--- src/rtl/rsos_pkg.sv ---
`timescale 1ns / 1ps
`default_nettype none
// ----------------------------------------------------------------------------
// rsos_pkg
// Shared constants, codes and types of the range sweep object segmenter.
// ----------------------------------------------------------------------------
package rsos_pkg;

    localparam int SWEEP_SAMPLES = 128;
    localparam int IDX_W         = $clog2(SWEEP_SAMPLES);
    localparam logic [IDX_W-1:0] LAST_INDEX = IDX_W'(SWEEP_SAMPLES - 1);

    localparam int DIST_W     = 16;
    localparam int CFG_ADDR_W = 2;
    localparam int CFG_DATA_W = 16;

    localparam logic [CFG_ADDR_W-1:0] CFG_NEAR_THRESHOLD = 2'd0;
    localparam logic [CFG_ADDR_W-1:0] CFG_ANGLE_STEP     = 2'd1;
    localparam logic [CFG_ADDR_W-1:0] CFG_FORWARD_ANGLE  = 2'd2;

    localparam logic [15:0] RESET_NEAR_THRESHOLD = 16'd1600;
    localparam logic [1:0]  RESET_ANGLE_STEP     = 2'd2;
    localparam logic [7:0]  RESET_FORWARD_ANGLE  = 8'd90;

    localparam logic [7:0] RUN_LEN_MAX = 8'd255;
    localparam logic [6:0] COUNT_MAX   = 7'd127;
    localparam logic [5:0] NUMBER_MAX  = 6'd63;
    localparam logic [9:0] ANGLE_MAX   = 10'd254;
    localparam logic [9:0] WIDTH_MAX   = 10'd256;

    localparam logic KIND_REPORT  = 1'b0;
    localparam logic KIND_SUMMARY = 1'b1;

    localparam int QUEUE_DEPTH = 4;
    localparam int QPTR_W      = $clog2(QUEUE_DEPTH);
    localparam int QCNT_W      = QPTR_W + 1;

    typedef struct packed {
        logic              valid;
        logic              close;
        logic              last;
        logic              upd;
        logic              fwd;
        logic [DIST_W-1:0] fwd_data;
        logic [5:0]        rep_num;
        logic [7:0]        rep_ang;
        logic [8:0]        rep_wid;
        logic              found;
        logic [5:0]        sum_num;
        logic [7:0]        sum_ang;
        logic [8:0]        sum_wid;
        logic [8:0]        turn;
    } stage_t;

    typedef struct packed {
        logic              has_rep;
        logic              has_sum;
        logic [5:0]        rep_num;
        logic [7:0]        rep_ang;
        logic [8:0]        rep_wid;
        logic [DIST_W-1:0] rep_dist;
        logic              found;
        logic [5:0]        sum_num;
        logic [7:0]        sum_ang;
        logic [8:0]        sum_wid;
        logic [DIST_W-1:0] sum_dist;
        logic [8:0]        turn;
    } bundle_t;

endpackage
`default_nettype wire

--- src/rtl/range_sweep_object_segmenter_core.sv ---
`timescale 1ns / 1ps
`default_nettype none
// ----------------------------------------------------------------------------
// range_sweep_object_segmenter_core
// Splits one angular range sweep into objects and picks the narrowest.
//
// Samples enter on sample_valid / sample_ready, one request per cycle when
// not stalled. Each sample is written to the line store; a sample that ends a
// run reads the run's center entry back on the single read port, one read
// per sample, so the sustained input rate is one sample per cycle.
// A sample causes zero, one or two results (object report, then end-of-sweep
// summary on the last sample). The first result of a sample passes the stage
// register and the queue before it shows on result_valid; a second result
// follows in the cycle after the first is taken, so two-result samples
// drain at one result per cycle while result_ready is high.
// Results wait in a four-entry queue. While result_ready is low the front
// result holds and samples keep entering until the queue and the read stage
// together reach four entries; then sample_ready drops.
// Reset clears run state, the queue and the configuration to its defaults;
// the line store is not cleared, every entry is written before it is read.
// Configuration writes on cfg_wen take effect at once, no wait states.
// ----------------------------------------------------------------------------
module range_sweep_object_segmenter_core
    import rsos_pkg::*;
(
    input  wire logic                  clk,
    input  wire logic                  rst_n,
    input  wire logic                  cfg_wen,
    input  wire logic [CFG_ADDR_W-1:0] cfg_addr,
    input  wire logic [CFG_DATA_W-1:0] cfg_wdata,
    input  wire logic                  sample_valid,
    output logic                       sample_ready,
    input  wire logic [DIST_W-1:0]     distance,
    input  wire logic                  last,
    output logic                       result_valid,
    input  wire logic                  result_ready,
    output logic                       kind,
    output logic      [5:0]            object_number,
    output logic      [7:0]            center_angle,
    output logic      [8:0]            angular_width,
    output logic      [DIST_W-1:0]     object_distance,
    output logic                       found,
    output logic signed [8:0]          turn_angle,
    output logic                       end_of_run
);

    logic              accept;
    logic              mem_we;
    logic [IDX_W-1:0]  mem_waddr;
    logic              mem_re;
    logic [IDX_W-1:0]  mem_raddr;
    logic [DIST_W-1:0] mem_rdata;
    stage_t            stage;

    assign accept = sample_valid && sample_ready;

    rsos_tracker u_tracker (
        .clk       (clk),
        .rst_n     (rst_n),
        .cfg_wen   (cfg_wen),
        .cfg_addr  (cfg_addr),
        .cfg_wdata (cfg_wdata),
        .accept    (accept),
        .distance  (distance),
        .last      (last),
        .mem_we    (mem_we),
        .mem_waddr (mem_waddr),
        .mem_re    (mem_re),
        .mem_raddr (mem_raddr),
        .stage     (stage)
    );

    rsos_store u_store (
        .clk   (clk),
        .we    (mem_we),
        .waddr (mem_waddr),
        .wdata (distance),
        .re    (mem_re),
        .raddr (mem_raddr),
        .rdata (mem_rdata)
    );

    rsos_outq u_outq (
        .clk             (clk),
        .rst_n           (rst_n),
        .stage           (stage),
        .rdata           (mem_rdata),
        .sample_ready    (sample_ready),
        .result_valid    (result_valid),
        .result_ready    (result_ready),
        .kind            (kind),
        .object_number   (object_number),
        .center_angle    (center_angle),
        .angular_width   (angular_width),
        .object_distance (object_distance),
        .found           (found),
        .turn_angle      (turn_angle),
        .end_of_run      (end_of_run)
    );

endmodule
`default_nettype wire

--- src/rtl/rsos_store.sv ---
`timescale 1ns / 1ps
`default_nettype none
// ----------------------------------------------------------------------------
// rsos_store
// Line store of one sweep: one write port, one registered read port.
// ----------------------------------------------------------------------------
module rsos_store
    import rsos_pkg::*;
(
    input  wire logic              clk,
    input  wire logic              we,
    input  wire logic [IDX_W-1:0]  waddr,
    input  wire logic [DIST_W-1:0] wdata,
    input  wire logic              re,
    input  wire logic [IDX_W-1:0]  raddr,
    output logic      [DIST_W-1:0] rdata
);

    logic [DIST_W-1:0] mem [SWEEP_SAMPLES];

    always_ff @(posedge clk)
    begin
        if (we)
        begin
            mem[waddr] <= wdata;
        end
    end

    always_ff @(posedge clk)
    begin
        if (re)
        begin
            rdata <= mem[raddr];
        end
    end

endmodule
`default_nettype wire

--- src/rtl/rsos_tracker.sv ---
`timescale 1ns / 1ps
`default_nettype none
// ----------------------------------------------------------------------------
// rsos_tracker
// Configuration registers, run tracking and narrowest-object selection.
// Drives the line store and registers the per-sample outcome.
// ----------------------------------------------------------------------------
module rsos_tracker
    import rsos_pkg::*;
(
    input  wire logic                  clk,
    input  wire logic                  rst_n,
    input  wire logic                  cfg_wen,
    input  wire logic [CFG_ADDR_W-1:0] cfg_addr,
    input  wire logic [CFG_DATA_W-1:0] cfg_wdata,
    input  wire logic                  accept,
    input  wire logic [DIST_W-1:0]     distance,
    input  wire logic                  last,
    output logic                       mem_we,
    output logic      [IDX_W-1:0]      mem_waddr,
    output logic                       mem_re,
    output logic      [IDX_W-1:0]      mem_raddr,
    output stage_t                     stage
);

    logic [15:0]      near_threshold_reg;
    logic [1:0]       angle_step_reg;
    logic [7:0]       forward_angle_reg;

    logic [IDX_W-1:0] sample_index_reg;
    logic             in_run_reg;
    logic [IDX_W-1:0] run_start_reg;
    logic [7:0]       run_length_reg;
    logic [6:0]       object_count_reg;
    logic             best_valid_reg;
    logic [5:0]       best_number_reg;
    logic [8:0]       best_width_reg;
    logic [7:0]       best_angle_reg;

    logic             stage_valid_reg;
    stage_t           stage_reg;
    stage_t           stage_next;

    logic             occ;
    logic             step_two;
    logic [IDX_W-1:0] start_c;
    logic [7:0]       len_c;
    logic             close_c;
    logic [8:0]       center_sum;
    logic [IDX_W-1:0] center_c;
    logic [9:0]       ang_base;
    logic [9:0]       ang_raw;
    logic [7:0]       ang_c;
    logic [9:0]       wid_base;
    logic [9:0]       wid_raw;
    logic [8:0]       wid_c;
    logic [5:0]       num_c;
    logic             upd_c;
    logic             found_c;
    logic [5:0]       sum_num_c;
    logic [7:0]       sum_ang_c;
    logic [8:0]       sum_wid_c;

    always_ff @(posedge clk or negedge rst_n)
    begin
        if (!rst_n)
        begin
            near_threshold_reg <= RESET_NEAR_THRESHOLD;
            angle_step_reg     <= RESET_ANGLE_STEP;
            forward_angle_reg  <= RESET_FORWARD_ANGLE;
        end
        else if (cfg_wen)
        begin
            case (cfg_addr)
                CFG_NEAR_THRESHOLD: near_threshold_reg <= cfg_wdata[15:0];
                CFG_ANGLE_STEP:     angle_step_reg     <= cfg_wdata[1:0];
                CFG_FORWARD_ANGLE:  forward_angle_reg  <= cfg_wdata[7:0];
                default:            ;
            endcase
        end
    end

    always_comb
    begin
        occ      = distance <= near_threshold_reg;
        step_two = angle_step_reg[1];

        start_c = (occ && !in_run_reg) ? sample_index_reg : run_start_reg;
        if (occ && !in_run_reg)
        begin
            len_c = 8'd1;
        end
        else if (occ && run_length_reg != RUN_LEN_MAX)
        begin
            len_c = run_length_reg + 8'd1;
        end
        else
        begin
            len_c = run_length_reg;
        end
        close_c = (!occ && in_run_reg) || (occ && last);

        center_sum = 9'(start_c) + 9'(len_c[7:1]);
        center_c   = (center_sum > 9'(LAST_INDEX)) ? LAST_INDEX : center_sum[IDX_W-1:0];

        ang_base = 10'(center_c);
        ang_raw  = step_two ? (ang_base << 1) : ang_base;
        ang_c    = (ang_raw > ANGLE_MAX) ? ANGLE_MAX[7:0] : ang_raw[7:0];

        wid_base = 10'(len_c);
        wid_raw  = step_two ? (wid_base << 1) : wid_base;
        wid_c    = (wid_raw > WIDTH_MAX) ? WIDTH_MAX[8:0] : wid_raw[8:0];

        num_c = (object_count_reg > 7'(NUMBER_MAX)) ? NUMBER_MAX : object_count_reg[5:0];
        upd_c = close_c && (!best_valid_reg || wid_c < best_width_reg);

        found_c   = best_valid_reg || close_c;
        sum_num_c = 6'd0;
        sum_ang_c = 8'd0;
        sum_wid_c = 9'd0;
        if (found_c)
        begin
            sum_num_c = upd_c ? num_c : best_number_reg;
            sum_ang_c = upd_c ? ang_c : best_angle_reg;
            sum_wid_c = upd_c ? wid_c : best_width_reg;
        end

        stage_next.valid    = 1'b1;
        stage_next.close    = close_c;
        stage_next.last     = last;
        stage_next.upd      = upd_c;
        stage_next.fwd      = center_c == sample_index_reg;
        stage_next.fwd_data = distance;
        stage_next.rep_num  = num_c;
        stage_next.rep_ang  = ang_c;
        stage_next.rep_wid  = wid_c;
        stage_next.found    = found_c;
        stage_next.sum_num  = sum_num_c;
        stage_next.sum_ang  = sum_ang_c;
        stage_next.sum_wid  = sum_wid_c;
        stage_next.turn     = found_c ? (9'(forward_angle_reg) - 9'(sum_ang_c)) : 9'd0;

        mem_we    = accept;
        mem_waddr = sample_index_reg;
        mem_re    = accept && close_c;
        mem_raddr = center_c;
    end

    always_ff @(posedge clk or negedge rst_n)
    begin
        if (!rst_n)
        begin
            sample_index_reg <= '0;
            in_run_reg       <= 1'b0;
            run_start_reg    <= '0;
            run_length_reg   <= 8'd0;
            object_count_reg <= 7'd0;
            best_valid_reg   <= 1'b0;
            best_number_reg  <= 6'd0;
            best_width_reg   <= 9'd0;
            best_angle_reg   <= 8'd0;
        end
        else if (accept)
        begin
            if (last)
            begin
                sample_index_reg <= '0;
                in_run_reg       <= 1'b0;
                run_start_reg    <= '0;
                run_length_reg   <= 8'd0;
                object_count_reg <= 7'd0;
                best_valid_reg   <= 1'b0;
                best_number_reg  <= 6'd0;
                best_width_reg   <= 9'd0;
                best_angle_reg   <= 8'd0;
            end
            else
            begin
                in_run_reg <= occ;
                if (occ)
                begin
                    run_start_reg  <= start_c;
                    run_length_reg <= len_c;
                end
                if (close_c && object_count_reg != COUNT_MAX)
                begin
                    object_count_reg <= object_count_reg + 7'd1;
                end
                if (upd_c)
                begin
                    best_valid_reg  <= 1'b1;
                    best_number_reg <= num_c;
                    best_width_reg  <= wid_c;
                    best_angle_reg  <= ang_c;
                end
                if (sample_index_reg != LAST_INDEX)
                begin
                    sample_index_reg <= sample_index_reg + 1'b1;
                end
            end
        end
    end

    always_ff @(posedge clk or negedge rst_n)
    begin
        if (!rst_n)
        begin
            stage_valid_reg <= 1'b0;
        end
        else
        begin
            stage_valid_reg <= accept;
        end
    end

    always_ff @(posedge clk)
    begin
        if (accept)
        begin
            stage_reg <= stage_next;
        end
    end

    always_comb
    begin
        stage       = stage_reg;
        stage.valid = stage_valid_reg;
    end

endmodule
`default_nettype wire

--- src/rtl/rsos_outq.sv ---
`timescale 1ns / 1ps
`default_nettype none
// ----------------------------------------------------------------------------
// rsos_outq
// Joins store read data to the registered sample outcome, queues result
// bundles and serializes them onto the result channel.
// ----------------------------------------------------------------------------
module rsos_outq
    import rsos_pkg::*;
(
    input  wire logic              clk,
    input  wire logic              rst_n,
    input  stage_t                 stage,
    input  wire logic [DIST_W-1:0] rdata,
    output logic                   sample_ready,
    output logic                   result_valid,
    input  wire logic              result_ready,
    output logic                   kind,
    output logic      [5:0]        object_number,
    output logic      [7:0]        center_angle,
    output logic      [8:0]        angular_width,
    output logic      [DIST_W-1:0] object_distance,
    output logic                   found,
    output logic signed [8:0]      turn_angle,
    output logic                   end_of_run
);

    logic [DIST_W-1:0] best_distance_reg;
    bundle_t           queue [QUEUE_DEPTH];
    logic [QPTR_W-1:0] wr_ptr_reg;
    logic [QPTR_W-1:0] rd_ptr_reg;
    logic [QCNT_W-1:0] count_reg;
    logic              sub_reg;

    logic [DIST_W-1:0] center_dist;
    bundle_t           bundle_in;
    bundle_t           head;
    logic              push;
    logic              pop;
    logic              show_sum;
    logic              take;

    always_comb
    begin
        center_dist = stage.fwd ? stage.fwd_data : rdata;

        bundle_in.has_rep  = stage.close;
        bundle_in.has_sum  = stage.last;
        bundle_in.rep_num  = stage.rep_num;
        bundle_in.rep_ang  = stage.rep_ang;
        bundle_in.rep_wid  = stage.rep_wid;
        bundle_in.rep_dist = center_dist;
        bundle_in.found    = stage.found;
        bundle_in.sum_num  = stage.sum_num;
        bundle_in.sum_ang  = stage.sum_ang;
        bundle_in.sum_wid  = stage.sum_wid;
        if (!stage.found)
        begin
            bundle_in.sum_dist = '0;
        end
        else if (stage.upd)
        begin
            bundle_in.sum_dist = center_dist;
        end
        else
        begin
            bundle_in.sum_dist = best_distance_reg;
        end
        bundle_in.turn = stage.turn;

        push = stage.valid && (stage.close || stage.last);

        sample_ready = ((QCNT_W + 1)'(count_reg) + (QCNT_W + 1)'(stage.valid))
                       < (QCNT_W + 1)'(QUEUE_DEPTH);

        head         = queue[rd_ptr_reg];
        result_valid = count_reg != '0;
        show_sum     = !head.has_rep || sub_reg;
        end_of_run   = show_sum || !head.has_sum;
        take         = result_valid && result_ready;
        pop          = take && end_of_run;

        if (show_sum)
        begin
            kind            = KIND_SUMMARY;
            object_number   = head.sum_num;
            center_angle    = head.sum_ang;
            angular_width   = head.sum_wid;
            object_distance = head.sum_dist;
            found           = head.found;
            turn_angle      = head.turn;
        end
        else
        begin
            kind            = KIND_REPORT;
            object_number   = head.rep_num;
            center_angle    = head.rep_ang;
            angular_width   = head.rep_wid;
            object_distance = head.rep_dist;
            found           = 1'b0;
            turn_angle      = 9'sd0;
        end
    end

    always_ff @(posedge clk or negedge rst_n)
    begin
        if (!rst_n)
        begin
            best_distance_reg <= '0;
        end
        else if (stage.valid && stage.upd)
        begin
            best_distance_reg <= center_dist;
        end
    end

    always_ff @(posedge clk)
    begin
        if (push)
        begin
            queue[wr_ptr_reg] <= bundle_in;
        end
    end

    always_ff @(posedge clk or negedge rst_n)
    begin
        if (!rst_n)
        begin
            wr_ptr_reg <= '0;
            rd_ptr_reg <= '0;
            count_reg  <= '0;
            sub_reg    <= 1'b0;
        end
        else
        begin
            if (push)
            begin
                wr_ptr_reg <= wr_ptr_reg + 1'b1;
            end
            if (pop)
            begin
                rd_ptr_reg <= rd_ptr_reg + 1'b1;
            end
            if (push && !pop)
            begin
                count_reg <= count_reg + 1'b1;
            end
            else if (pop && !push)
            begin
                count_reg <= count_reg - 1'b1;
            end
            if (take)
            begin
                sub_reg <= !pop;
            end
        end
    end

endmodule
`default_nettype wire

--- config.mk ---
export PLATFORM = sky130hd
export DESIGN_NAME = range_sweep_object_segmenter_core
export DESIGN_NICKNAME = d
export VERILOG_FILES = /design/src/rtl/rsos_pkg.sv /design/src/rtl/range_sweep_object_segmenter_core.sv /design/src/rtl/rsos_store.sv /design/src/rtl/rsos_tracker.sv /design/src/rtl/rsos_outq.sv
export SDC_FILE = /design/constraint.sdc
export NUM_CORES = 2
export LEC_CHECK = 0
export ABC_AREA = 1
export BUFFER_PORTS_ARGS = -buffer_cell sky130_fd_sc_hd__buf_2
export CORE_ASPECT_RATIO = 2
export CORE_UTILIZATION = 50
export CTS_BUF_LIST = sky130_fd_sc_hd__clkbuf_16
export DETAILED_ROUTE_END_ITERATION = 7
export PLACE_DENSITY_LB_ADDON = 0.2
export SETUP_SLACK_MARGIN = 0.5
export SYNTH_ARGS = -nofsm -noshare
export SYNTH_HDL_FRONTEND = slang
export SYNTH_SLANG_ARGS = --single-unit
--- constraint.sdc ---
create_clock -name clk -period 16.4 [get_ports clk]
set_input_delay 3.28 -clock clk [delete_from_list [all_inputs] [get_ports clk]]
set_output_delay 3.28 -clock clk [all_outputs]
set_load 0.05 [all_outputs]
==> impl_results.rst <==
.. list-table::
   :header-rows: 1

   * - Metric
     - Value
   * - Result of the run
     - finished clean
   * - Standard cell core area
     - 208,000 µm²
   * - Placement Rows
     - 237
   * - Worst hold stages
     - 0
   * - Post-CTS Setup Bufs
     - 0
   * - Top cell types by occurrence after synthesis
     - sky130_fd_sc_hd__edfxtp_1 (2,500), sky130_fd_sc_hd__nand2_1 (1,750), sky130_fd_sc_hd__nand3_1 (1,513), sky130_fd_sc_hd__o22ai_1 (555), sky130_fd_sc_hd__nor2_1 (554)
   * - Number of routed nets with antenna violations
     - 0
   * - Launching point of the worst reg2reg path
     - u_tracker.near_threshold_reg[10]
   * - Sink Count
     - 2,604
   * - WL final
     - 297,000 µm
   * - Wire length of the first global-routing pass
     - 432,000 µm
   * - FF-to-FF setup slack
     - 8.30 ns
   * - Average instance area after synthesis
     - 12.5 µm²
   * - Clock insertion delay at the later pin of the skew report
     - 0.86 ns
   * - Die Span Y
     - 648 µm
   * - Critical Path Start Type
     - input pin
   * - Number of levels the H-tree was split into
     - 4
   * - Worst setup EP type
     - register
   * - Post-synthesis instance area
     - 104,000 µm²
   * - Count of state elements after synthesis
     - 2,604
   * - Resized Gates After CTS
     - 0
   * - Hold buffer count at CTS
     - 0
   * - Area of combinational cells with multiple inputs
     - 23,600 µm²
   * - Largest net degree at the start of global routing
     - 198
   * - Slew headroom
     - 0.191
   * - Total count of max-transition violations in the final report
     - 0
   * - Count of endpoints failing setup in the final report
     - 0
   * - Hpwl dp
     - 171,000 µm
   * - Proportion of synthesized chip area in sequential cells
     - 0.744
   * - Fraction of final layout cells with drive strength greater than 1
     - 0.0856
   * - Via Count
     - 67,835
   * - CTS Root Buffer Type
     - sky130_fd_sc_hd__clkbuf_16
   * - Worst-path fanout max
     - 197
   * - Worst endpoint data arrival time
     - 11.29 ns
   * - Dominant cell by count in the synthesized netlist
     - sky130_fd_sc_hd__edfxtp_1
   * - Unrepaired setup endpoints after global routing
     - false
   * - Final worst clock skew
     - 0.0286 ns
   * - Number of port buffers
     - 92
   * - Die outline width
     - 325 µm
   * - Number of enable flip-flop cells after synthesis
     - 2,500
   * - Proportion of synthesized flip-flops having asynchronous set or reset
     - 0.0399
   * - Endpoint of the worst hold path
     - u_outq.queue[3][39]
   * - Detailed router's first-iteration violation count
     - 7,270
   * - Gate count of the mapped netlist
     - 8,338
   * - Routed vias/inst
     - 6.04
   * - Most frequently used flop master after synthesis
     - sky130_fd_sc_hd__edfxtp_1
   * - Number of flip-flops in the largest register
     - 2,048
   * - Buffer depth of the longest clock path
     - 4
   * - Worst reg-to-reg path cell count
     - 27
   * - Slew of the pin with the lowest slew margin
     - 1.21 ns
   * - Maximum achievable frequency
     - 0.0942 GHz
   * - Number of maximum-capacitance constraint violations
     - 0
   * - Total clock buffers created by CTS
     - 216
   * - Worst reg2reg path endpoint
     - u_store.rdata[1]
   * - Remaining routing DRC violations
     - 0
   * - Synth top area share
     - 0.719
   * - Congestion Overflow GR
     - 0
   * - Starting density of the core
     - 0.502
   * - Final total negative setup slack
     - 0 ns
   * - DR WL/cell
     - 26.5 µm
   * - Global placer's final weighted congestion
     - 0.866
   * - Start-to-end type of the worst setup path
     - in2reg
   * - Number of global-route vias before repair
     - 65,810
   * - Flip-flop and latch area
     - 77,700 µm²
   * - Final-stage net count
     - 8,397
   * - Final Hold Fails
     - 0
   * - Clock tree from TritonCTS
     - yes
   * - Post-layout minimum cycle time
     - 10.61 ns
   * - Period utilisation layout
     - 0.647
   * - Required time at the worst-slack endpoint
     - 17.07 ns
   * - Clk pin slew, worst setup/hold paths
     - 0.06 ns
   * - Number of ports placed on the die boundary
     - 93
   * - Class of the tightest hold or removal check
     - reg2reg
   * - Area added between synthesis and finish
     - 10.4%
   * - Startpoint of the tightest hold check path
     - u_tracker.stage[23]
   * - Warning count from the yosys run
     - 0
   * - Filler Cell Count
     - 16,820
   * - Distinct cell type count after synthesis
     - 47
   * - Antenna violations before repair
     - 1
   * - Gr usage total
     - 0.276
   * - Post-Synthesis Net Count
     - 8,428
   * - Cells taking the most area after synthesis
     - sky130_fd_sc_hd__edfxtp_1 (72%), sky130_fd_sc_hd__nand3_1 (7.2%), sky130_fd_sc_hd__nand2_1 (6.3%)
   * - Length of the first detailed-routing pass in iterations
     - 6
   * - Largest area contributor in the synthesized netlist
     - sky130_fd_sc_hd__edfxtp_1
   * - Overall die area
     - 211,000 µm²
-- worst max-delay path, stage by stage --
cell,delay (ns)
sky130_fd_sc_hd__buf_6,0.55
sky130_fd_sc_hd__ha_1,0.38
sky130_fd_sc_hd__a21o_1,0.18
sky130_fd_sc_hd__nor2_1,0.10
sky130_fd_sc_hd__nand2_1,0.07
sky130_fd_sc_hd__nand2_1,0.05
sky130_fd_sc_hd__nand2_1,0.10
sky130_fd_sc_hd__nand2_2,0.24
sky130_fd_sc_hd__nand2_1,0.49
sky130_fd_sc_hd__o21ai_0,0.58
sky130_fd_sc_hd__ha_1,0.32
sky130_fd_sc_hd__nand3_1,0.09
sky130_fd_sc_hd__nand3_1,0.13
sky130_fd_sc_hd__nand4_1,0.12
sky130_fd_sc_hd__nand2_2,0.14
sky130_fd_sc_hd__nor2_4,0.18
sky130_fd_sc_hd__buf_4,0.65
sky130_fd_sc_hd__buf_12,0.65
sky130_fd_sc_hd__buf_4,0.87
sky130_fd_sc_hd__nand2_1,0.10
sky130_fd_sc_hd__nand3_1,0.12
sky130_fd_sc_hd__nand3_1,0.18
sky130_fd_sc_hd__nand3_1,0.14
sky130_fd_sc_hd__nand3_1,0.10
sky130_fd_sc_hd__nand3_1,0.20
sky130_fd_sc_hd__nand3_1,0.73
sky130_fd_sc_hd__nand2_1,0.32
-- kinds of logic after synthesis --
group	share of synthesized area
and+or+nand+nor	0.159
buffers and inverters	0.0311
xor gates and xnor gates	0.00193
adders and majority gates	0.00621
muxes	0.00183
AOI/OAI and AO/OA	0.0558
DFF	0.744
-- worst max path at each step --
stage	start	endpoint	slack (ns)	cells after the start
floorplan	distance[11]	u_tracker.stage[8]	8.21	37
global placement	distance[7]	u_store.rdata[1]	5.07	27
detailed placement	distance[7]	u_store.rdata[1]	4.97	27
CTS	distance[7]	u_store.rdata[1]	5.87	27
global route	distance[7]	u_store.rdata[1]	5.35	27
finish	distance[7]	u_store.rdata[1]	5.79	27
-- placed cells by master (no fill, tap or decap), types with 5 or more instances in the layout --
master | Yosys | final
sky130_fd_sc_hd__a21oi_1 | 53 | 53
sky130_fd_sc_hd__nor2_1 | 554 | 528
sky130_fd_sc_hd__nor2_2 | 6 | 27
sky130_fd_sc_hd__or2_2 | 16 | 16
sky130_fd_sc_hd__dfstp_2 | 8 | 8
sky130_fd_sc_hd__buf_6 | 3 | 15
sky130_fd_sc_hd__nand3_1 | 1513 | 1513
sky130_fd_sc_hd__buf_12 | 0 | 11
sky130_fd_sc_hd__dfrtp_1 | 96 | 94
sky130_fd_sc_hd__clkinv_1 | 5 | 42
sky130_fd_sc_hd__inv_2 | 7 | 6
sky130_fd_sc_hd__buf_4 | 18 | 204
sky130_fd_sc_hd__buf_2 | 225 | 75
sky130_fd_sc_hd__inv_1 | 200 | 232
sky130_fd_sc_hd__edfxtp_1 | 2500 | 2500
sky130_fd_sc_hd__clkinvlp_4 | 0 | 10
sky130_fd_sc_hd__clkinv_2 | 0 | 30
sky130_fd_sc_hd__xor2_1 | 20 | 20
sky130_fd_sc_hd__ha_1 | 47 | 46
sky130_fd_sc_hd__nand3b_1 | 5 | 5
sky130_fd_sc_hd__mux2_2 | 17 | 17
sky130_fd_sc_hd__nor2_4 | 1 | 6
sky130_fd_sc_hd__nor3_1 | 7 | 7
sky130_fd_sc_hd__o22ai_1 | 555 | 555
sky130_fd_sc_hd__clkbuf_16 | 0 | 223
sky130_fd_sc_hd__o21ai_0 | 289 | 289
sky130_fd_sc_hd__nand2_1 | 1750 | 1746
sky130_fd_sc_hd__o21ai_1 | 28 | 28
sky130_fd_sc_hd__o211ai_1 | 16 | 16
sky130_fd_sc_hd__nand4_1 | 10 | 10
sky130_fd_sc_hd__a31oi_1 | 43 | 43
sky130_fd_sc_hd__nand2_2 | 8 | 10
sky130_fd_sc_hd__bufinv_16 | 0 | 42
-- per-stage QoR --
stage | util | setup WS [ns] | hold WS [ns] | cell area (µm²) | cells
finish | 0.555 | 5.79 | 0.490 | 115000 | 11222
global route | 0.555 | 5.35 | 0.513 | 115000 | 11222
floorplan | - | 8.21 | 0.453 | 104000 | 8338
CTS | 0.555 | 5.87 | 0.492 | 115000 | 11221
detailed placement | 0.519 | 4.97 | 0.476 | 108000 | 10837
global placement | 0.519 | 5.07 | 0.462 | 108000 | 10837
-- area by class of cell --
| cell class | count | area share |
|---|---|---|
| flip-flops and latches | 2604 | 0.674 |
| clock inverters | 161 | 0.0157 |
| inverters | 212 | 0.00716 |
| multi-input cells | 4968 | 0.205 |
| clock buffers | 223 | 0.0484 |
| well taps | 2748 | 0.0298 |
| repair buffers | 305 | 0.0199 |
| diodes | 1 | 0.0000217 |
-- metal layers --
metal | vias up | wire [µm] | track usage
met5 | - | 0 | 0
met4 | 0 | 20000 | 0.168
met3 | 629 | 19400 | 0.0326
met2 | 2897 | 153000 | 0.488
met1 | 34084 | 105000 | 0.321
li1 | 30225 | - | -
Power is left out: the tool's default activity adds up to more than one toggle a clock period on the data nets, which glitch-free logic cannot reach.
